==> config.mk <==
export PLATFORM = sky130hd
export DESIGN_NAME = ffa_control
export DESIGN_NICKNAME = d
export VERILOG_FILES = /design/src/hdl/ffa_pkg.sv /design/src/hdl/ffa_control.sv
export SDC_FILE = /design/constraint.sdc
export NUM_CORES = 1
export LEC_CHECK = 0
export BUFFER_PORTS_ARGS = -buffer_cell sky130_fd_sc_hd__buf_2
export CAP_MARGIN = 0
export CORE_MARGIN = 1
export CORE_UTILIZATION = 30
export CTS_BUF_LIST = sky130_fd_sc_hd__clkbuf_2
export CTS_CLUSTER_SIZE = 14
export DETAILED_ROUTE_END_ITERATION = 8
export GPL_TIMING_DRIVEN = 1
export PLACE_DENSITY_LB_ADDON = 0.25
export REMOVE_ABC_BUFFERS = 1
export SYNTH_ARGS = -nofsm -noshare
export SYNTH_HDL_FRONTEND = slang
export SYNTH_SLANG_ARGS = --single-unit
==> constraint.sdc <==
create_clock -name clock -period 1.93 [get_ports clock]
set_clock_uncertainty 0.15 [all_clocks]
set_input_delay 0.2895 -clock clock [delete_from_list [all_inputs] [get_ports clock]]
set_output_delay 0.2895 -clock clock [all_outputs]
set_load 0.02 [all_outputs]
==> src/hdl/ffa_pkg.sv <==
// Package with types, constants and state codes of the first-fit allocator.
package ffa_pkg;

   localparam int POOL_CAPACITY_DEF     = 1024;
   localparam int MAX_FREE_SEGMENTS_DEF = 32;
   localparam int HEADER_BYTES_DEF      = 8;
   localparam int MIN_BLOCK_BYTES_DEF   = 24;

   localparam int LEN_W  = 11;
   localparam int ADDR_W = 10;
   localparam int CNT_W  = 6;
   localparam int CSR_ADDR_W = 2;

   localparam logic [1:0] STATUS_OK      = 2'd0;
   localparam logic [1:0] STATUS_NO_FIT  = 2'd1;
   localparam logic [1:0] STATUS_BAD     = 2'd2;
   localparam logic [1:0] STATUS_FULL    = 2'd3;

   localparam logic OP_ALLOC = 1'b0;
   localparam logic OP_FREE  = 1'b1;

   localparam logic [CSR_ADDR_W-1:0] REG_POOL_LENGTH = '0;

   typedef struct packed {
      logic              operation;
      logic [ADDR_W-1:0] request_size;
      logic [ADDR_W-1:0] block_address;
   } req_word_type;

   typedef struct packed {
      logic [ADDR_W-1:0] payload_address;
      logic [1:0]        status;
   } rsp_word_type;

   typedef enum logic [3:0] {
      ST_IDLE,
      ST_INIT,
      ST_SCAN,
      ST_SCAN_WAIT,
      ST_LEN_READ,
      ST_LEN_WAIT,
      ST_LEN_CHECK,
      ST_WALK,
      ST_DECIDE,
      ST_SHIFT_DN,
      ST_SHIFT_UP,
      ST_STORE,
      ST_RESPOND
   } state_type;

   // Commands from the controller to the datapath.
   typedef struct packed {
      logic load_req;
      logic init_step;
      logic scan_read;
      logic scan_eval;
      logic len_read;
      logic len_latch;
      logic apply;
      logic shift_dn;
      logic shift_up;
      logic store_write;
      logic set_status;
   } cmd_type;

   // Status from the datapath to the controller.
   typedef struct packed {
      logic is_free;
      logic early_bad;
      logic init_done;
      logic scan_done;
      logic len_bad;
      logic decide_fail;
      logic need_dn;
      logic need_up;
      logic need_store;
   } stat_type;

endpackage

==> src/hdl/ffa_control.sv <==
// Controller state machine that sequences the allocator datapath.
module ffa_control
   import ffa_pkg::*;
(
   input  logic              clock,
   input  logic              reset,
   input  logic              req_valid,
   output logic              req_ready,
   output logic              rsp_valid,
   input  logic              rsp_ready,
   input  logic              req_is_free,
   input  logic              req_addr_low,
   input  logic              cfg_write,
   output ffa_pkg::cmd_type  cmd,
   input  ffa_pkg::stat_type stat
);
   state_type state_ff, state_in;

   always_ff @(posedge clock) begin
      if (reset) begin
         state_ff <= ST_INIT;
      end else begin
         state_ff <= state_in;
      end
   end

   always_comb begin
      state_in = state_ff;
      cmd = '0;
      req_ready = 1'b0;
      rsp_valid = 1'b0;
      unique case (state_ff)
         ST_INIT: begin
            cmd.init_step = 1'b1;
            if (stat.init_done && !cfg_write) begin
               cmd.init_step = 1'b0;
               state_in = ST_IDLE;
            end
         end
         ST_IDLE: begin
            if (cfg_write) begin
               state_in = ST_INIT;
            end else begin
               req_ready = 1'b1;
               if (req_valid) begin
                  cmd.load_req = 1'b1;
                  if (req_is_free && req_addr_low) begin
                     state_in = ST_SCAN_WAIT;
                  end else begin
                     state_in = ST_SCAN;
                  end
               end
            end
         end
         ST_SCAN_WAIT: begin
            cmd.set_status = 1'b1;
            state_in = ST_RESPOND;
         end
         ST_SCAN: begin
            if (stat.is_free) begin
               if (stat.early_bad) begin
                  cmd.set_status = 1'b1;
                  state_in = ST_RESPOND;
               end else begin
                  cmd.len_read = 1'b1;
                  state_in = ST_LEN_READ;
               end
            end else begin
               state_in = ST_WALK;
            end
         end
         ST_LEN_READ: begin
            cmd.len_read = 1'b1;
            state_in = ST_LEN_WAIT;
         end
         ST_LEN_WAIT: begin
            cmd.len_latch = 1'b1;
            state_in = ST_LEN_CHECK;
         end
         ST_LEN_CHECK: begin
            if (stat.len_bad) begin
               cmd.set_status = 1'b1;
               state_in = ST_RESPOND;
            end else begin
               state_in = ST_WALK;
            end
         end
         ST_WALK: begin
            cmd.scan_eval = 1'b1;
            if (stat.scan_done) begin
               cmd.scan_eval = 1'b0;
               state_in = ST_DECIDE;
            end
         end
         ST_STORE: begin
            if (stat.need_store) begin
               cmd.store_write = 1'b1;
               state_in = ST_RESPOND;
            end else begin
               state_in = ST_RESPOND;
            end
         end
         ST_DECIDE: begin
            if (stat.decide_fail) begin
               cmd.set_status = 1'b1;
               state_in = ST_RESPOND;
            end else begin
               cmd.apply = 1'b1;
               state_in = ST_SHIFT_DN;
            end
         end
         ST_SHIFT_DN: begin
            if (stat.need_dn) begin
               cmd.shift_dn = 1'b1;
            end else if (stat.need_up) begin
               state_in = ST_SHIFT_UP;
            end else begin
               state_in = ST_STORE;
            end
         end
         ST_SHIFT_UP: begin
            if (stat.need_up) begin
               cmd.shift_up = 1'b1;
            end else begin
               state_in = ST_STORE;
            end
         end
         ST_RESPOND: begin
            rsp_valid = 1'b1;
            if (rsp_ready) begin
               state_in = ST_IDLE;
            end
         end
         default: begin
            state_in = ST_IDLE;
         end
      endcase
   end
endmodule

; Word-level counts from Yosys, hierarchy flattened
; Cells that the tools add are included.
[classes]
mux = 41
reduce_logical = 6
n_eq_ne = 18
[ops]
columns = op, count
row1 = $pmux W4 S12, 1
row2 = $mux W4, 10
row3 = $mux W1, 27
row4 = $eq A4 B4 Y1 const B, 5
row5 = $eq A4 B3 Y1 const B, 4
row6 = $ne A2 B2 Y1 const B, 5
row7 = $eq A4 B2 Y1 const B, 2
row8 = $reduce_and A6 Y1, 1
row9 = $eq A4 B1 Y1 const B, 1
row10 = $logic_not A4 Y1, 1
row11 = $pmux W1 S4, 1
row12 = $mux W3, 1
row13 = $ne A3 B3 Y1 const B, 1
row14 = $logic_and A1 B1 Y1, 2
row15 = $pmux W1 S2, 1
row16 = $reduce_or A2 Y1, 1
row17 = $logic_not A1 Y1, 1
[totals]
reg_bits = 4
input_bits = 16
out_inout_bits = 13
wordCells = 66

; Longest topological paths before layout
[depth]
depth_word = 5
mapped_depth = 6
depth_no_buf = 4

; Worst setup path before layout
; No wires, ideal clock.
[synth_path]
path_type = flip-flop to flip-flop
startpoint = reg state_ff[2]
endpoint = reg state_ff[0]
n_path_buf = 1
setup_ns = 0.124
stages_incl_launch_ff = 6
required_ns = 1.656
setup_slack_ns = -0.420
synth_period_minus_slack_ns = 2.350
arrival_ns = 2.076
cell_sequence = dfxtp_1 -> clkbuf_1 -> nor4bb_1 -> a32oi_1 -> and4_4 -> a2111o_1
[synth_between]
elab_chain_len = 3
elab_cells_between_ends = 22
classes_between = eq/ne: 18 / mux: 1 / reduce/logical: 3
[synth_rtl]
columns = element, line
row1 = from (decl), ffa_control.sv:17  ; state_type state_ff, state_in;
row2 = from (signal assigned), ffa_control.sv:23  ; state_ff <= state_in;
row3 = "$eq A4 B4 Y1, or another cell as far along", ffa_control.sv:32  ; unique case (state_ff)
row4 = "$reduce_or A2 Y1 (no source line), or another cell as far along", -
row5 = $pmux W4 S12 or $reduce_and A6 Y1 (tied branches), -
; Parallel ways exist; a longest one is shown, timed or not.
; A chain may end at the register's enable or synchronous reset.

; Worst setup path after layout
; Ends and elaborated chain as after synthesis.

==> results.txt <==
Outcome - finished, violations left
Failing checks - setup timing
Leading registers by flop count - state_ff (4)
Io pins - 29
Setup slack of the worst register-to-register path - -0.06 ns
Kind of cell adding the most delay to the critical path - simple AND/OR/NAND/NOR gates
Maximum number of pins on one net before global-route repair - 21
Max Slew Vio Count - 0
Crit path launch - state_ff[2]
Highest Clock Rate - 502.2 MHz
Sequential power share - 15.0%
H-tree depth reported by CTS - 1
Biggest area contributors in the synthesized netlist - sky130_fd_sc_hd__dfxtp_1 15%, sky130_fd_sc_hd__nand2b_1 6.9%, sky130_fd_sc_hd__nor2b_1 5.7%
Number of buffers inserted by port buffering - 27
Clock period minus final worst setup slack - 1.991 ns
Cell type of the slowest stage on the worst timing path - sky130_fd_sc_hd__or4_4
DRT antenna net count - 0
Clock latency on the worst-skew pair - 0.20 ns
Unrepaired setup endpoints after global routing - true
Vertical die dimension - 44.64 um
Post-synth EDFFs - 0
Sink Count - 4
Final HPWL from detailed placement - 1157 um
Overall via count from detail_route - 698
Total congestion overflow after global routing - 0
P&R area growth vs syn - 52.06%
Reg2reg end - state_ff[0]
Final standard cell utilization of the core - 48.57%
Via count of the first global-routing pass - 611
Residual DRC count - 0
Hold Vio Cnt, Final - 0
Sequential element share of the synthesized area - 14.68%
Count of buffering cells on the critical path with inverters included - 0
1st-pass router iterations - 4
Post-synthesis instance total - 76
Switching pwr - 0.0003553 W
Vias/cell - 5.170
Smallest hold slack - 0.1829 ns
Most used standard cells in the synthesized netlist - 6 x sky130_fd_sc_hd__clkbuf_1, 6 x sky130_fd_sc_hd__nand2b_1, 5 x sky130_fd_sc_hd__nor2_1, 5 x sky130_fd_sc_hd__nor2b_1
Post-synth top area share - 14.68%
Fraction of final layout cells sized beyond drive strength 1 - 47.27%
Initial Util - 31.94%
R2R cell count - 4
Critical path destination - state_ff[0]
Routed wire length - 1639 um
Slowest stage delay, CP - 0.53 ns
Power density of the placed cells - 931.3 nW/um^2
Global-route wire length before repair - 2594 um
CTS tree - done
Crit path depth - 4
Root Driver - sky130_fd_sc_hd__clkbuf_2
Kind of end point of the critical path - register
DR WL/cell - 12.14 um
Number of max-cap violations - 0
CP Launch Type - register
Diode count - 0
Clock-pin slew reported for the worst setup and hold paths after clock tree synthesis - 0.04 ns
Total leakage power - 0.3789 nW
Critical path data arrival time - 1.93 ns
Type of the worst setup path - reg -> reg
Cell Chain, Critical Path - or4_4 > or3_4 > and4_4 > a2111o_1
Largest fanout on the critical path - 3
Warnings from Yosys - 0
Cts bufs inserted - 3
Number of distinct standard cells referenced by the synthesized netlist - 39
Average instance area after synthesis - 7.178 sq um
CP required - 1.87 ns
Period utilisation layout - 103.2%
Total internal power - 0.0004172 W
Routability-driven placement congestion ratio - 0.7732
Largest area contributor in the netlist - sky130_fd_sc_hd__dfxtp_1
Mapped cell area - 545.5 sq um
Comb power frac - 75.5%
Type of the tightest min-delay check - in -> reg
Violation count after the first detailed-route iteration - 8
Register with the highest flop count - state_ff
Number of rows created at floorplan - 15
VDD IR-drop max - 513.2 uV
Fraction of registers with async set/reset - 0%
Core box area - 1708 sq um
Die Wd - 44.64 um
Final worst slack - -0.06119 ns
Dominant synthesized flop cell - sky130_fd_sc_hd__dfxtp_1
Synthesis-stage register bit count - 4
Number of nets in the finished design - 128
Launch point of the worst reg-to-reg path - state_ff[2]
Power share of the clock group - 9.5%
Die footprint - 1993 sq um
All-layer global routing usage - 17.60%
Max FFs per register - 4
Total setup violations reported at the end of the flow - 2
Sw Share - 45.99%
Antenna violations before repair - 0
Clock buffer depth - 2
through the flow:
step,std cells,TNS (ns),setup WS [ns],area [sq um],total power (W)
finish,135,-0.07276,-0.06119,829.5,0.0007725
global route,135,-0.2974,-0.09420,829.5,0.0008400
CTS,133,-0.1076,-0.05751,778.2,0.0007332
detailed placement,130,-0.06113,-0.06113,749.5,0.0006425
global placement,130,-0.04989,-0.04989,749.5,0.0006375
floorplan,69,-1.740,-0.5500,515.5,0.0004627
power by group through the flow:
stage               combinational, W  sequential (W)  clock (W)
detailed placement          0.000526        0.000117          0
global route                0.000636        0.000118  0.0000858
finish                      0.000583        0.000116  0.0000733
CTS                         0.000537        0.000116  0.0000806
floorplan                   0.000293        0.000170          0
global placement            0.000522        0.000116          0
per-layer routing:
metal	global-route usage, %	wire length (um)
met2	25.88	825
met5	0	0
met3	2.449	18
met1	24.75	795
met4	9.091	0
worst min path at each step:
stage / start / to / slack [ns] / cells after the start
detailed placement: reset / state_ff[1] / 0.38 / 2
CTS: reset / state_ff[1] / 0.16 / 2
global route: reset / state_ff[2] / 0.18 / 2
floorplan: reset / state_ff[1] / 0.21 / 1
finish: reset / state_ff[1] / 0.18 / 2
global placement: reset / state_ff[1] / 0.39 / 2
cell type report:
cell class,count,area [sq um]
fill,182,878.3
multi-input combinational,61,454.2
timing repair buffer,38,234.0
sequential,4,80.08
tap,25,31.28
clock buffer,3,15.01
inverter,4,15.01
cells by family after synthesis:
kind of cell    count (synthesis)  share of synthesized area (%)
buf+inv                        11                          8.256
other cells                     1                         0.6874
xor+xnor                        1                          1.606
simple gates                   35                          42.66
compound gates                 23                          30.05
flops                           4                          14.68
mux                             1                          2.064
cells in the final DEF (no fill, tap or decap), types with 2 or more instances in the layout:
cell type	netlist	final
sky130_fd_sc_hd__nor2_1	5	4
sky130_fd_sc_hd__o32ai_1	2	2
sky130_fd_sc_hd__buf_2	0	25
sky130_fd_sc_hd__or3_4	1	2
sky130_fd_sc_hd__buf_4	1	10
sky130_fd_sc_hd__nand3_1	2	2
sky130_fd_sc_hd__clkbuf_2	0	3
sky130_fd_sc_hd__dfxtp_1	4	4
sky130_fd_sc_hd__nor4bb_1	2	2
sky130_fd_sc_hd__nand2b_1	6	5
sky130_fd_sc_hd__inv_1	4	4
sky130_fd_sc_hd__o21ai_1	0	2
sky130_fd_sc_hd__buf_6	0	3
sky130_fd_sc_hd__nor2b_1	5	5
sky130_fd_sc_hd__nor3_1	3	3
sky130_fd_sc_hd__a31oi_1	4	4
sky130_fd_sc_hd__a21oi_1	4	4
timing repair:
action	in CTS	in global routing
buffers inserted	0	2
hold buffers	0	0
gates cloned	0	0
gates resized for setup	4	10
setup endpoints to repair	4	7
endpoints found under the hold margin	0	0
pin swaps	0	1
(Power assumes the default switching activity.)
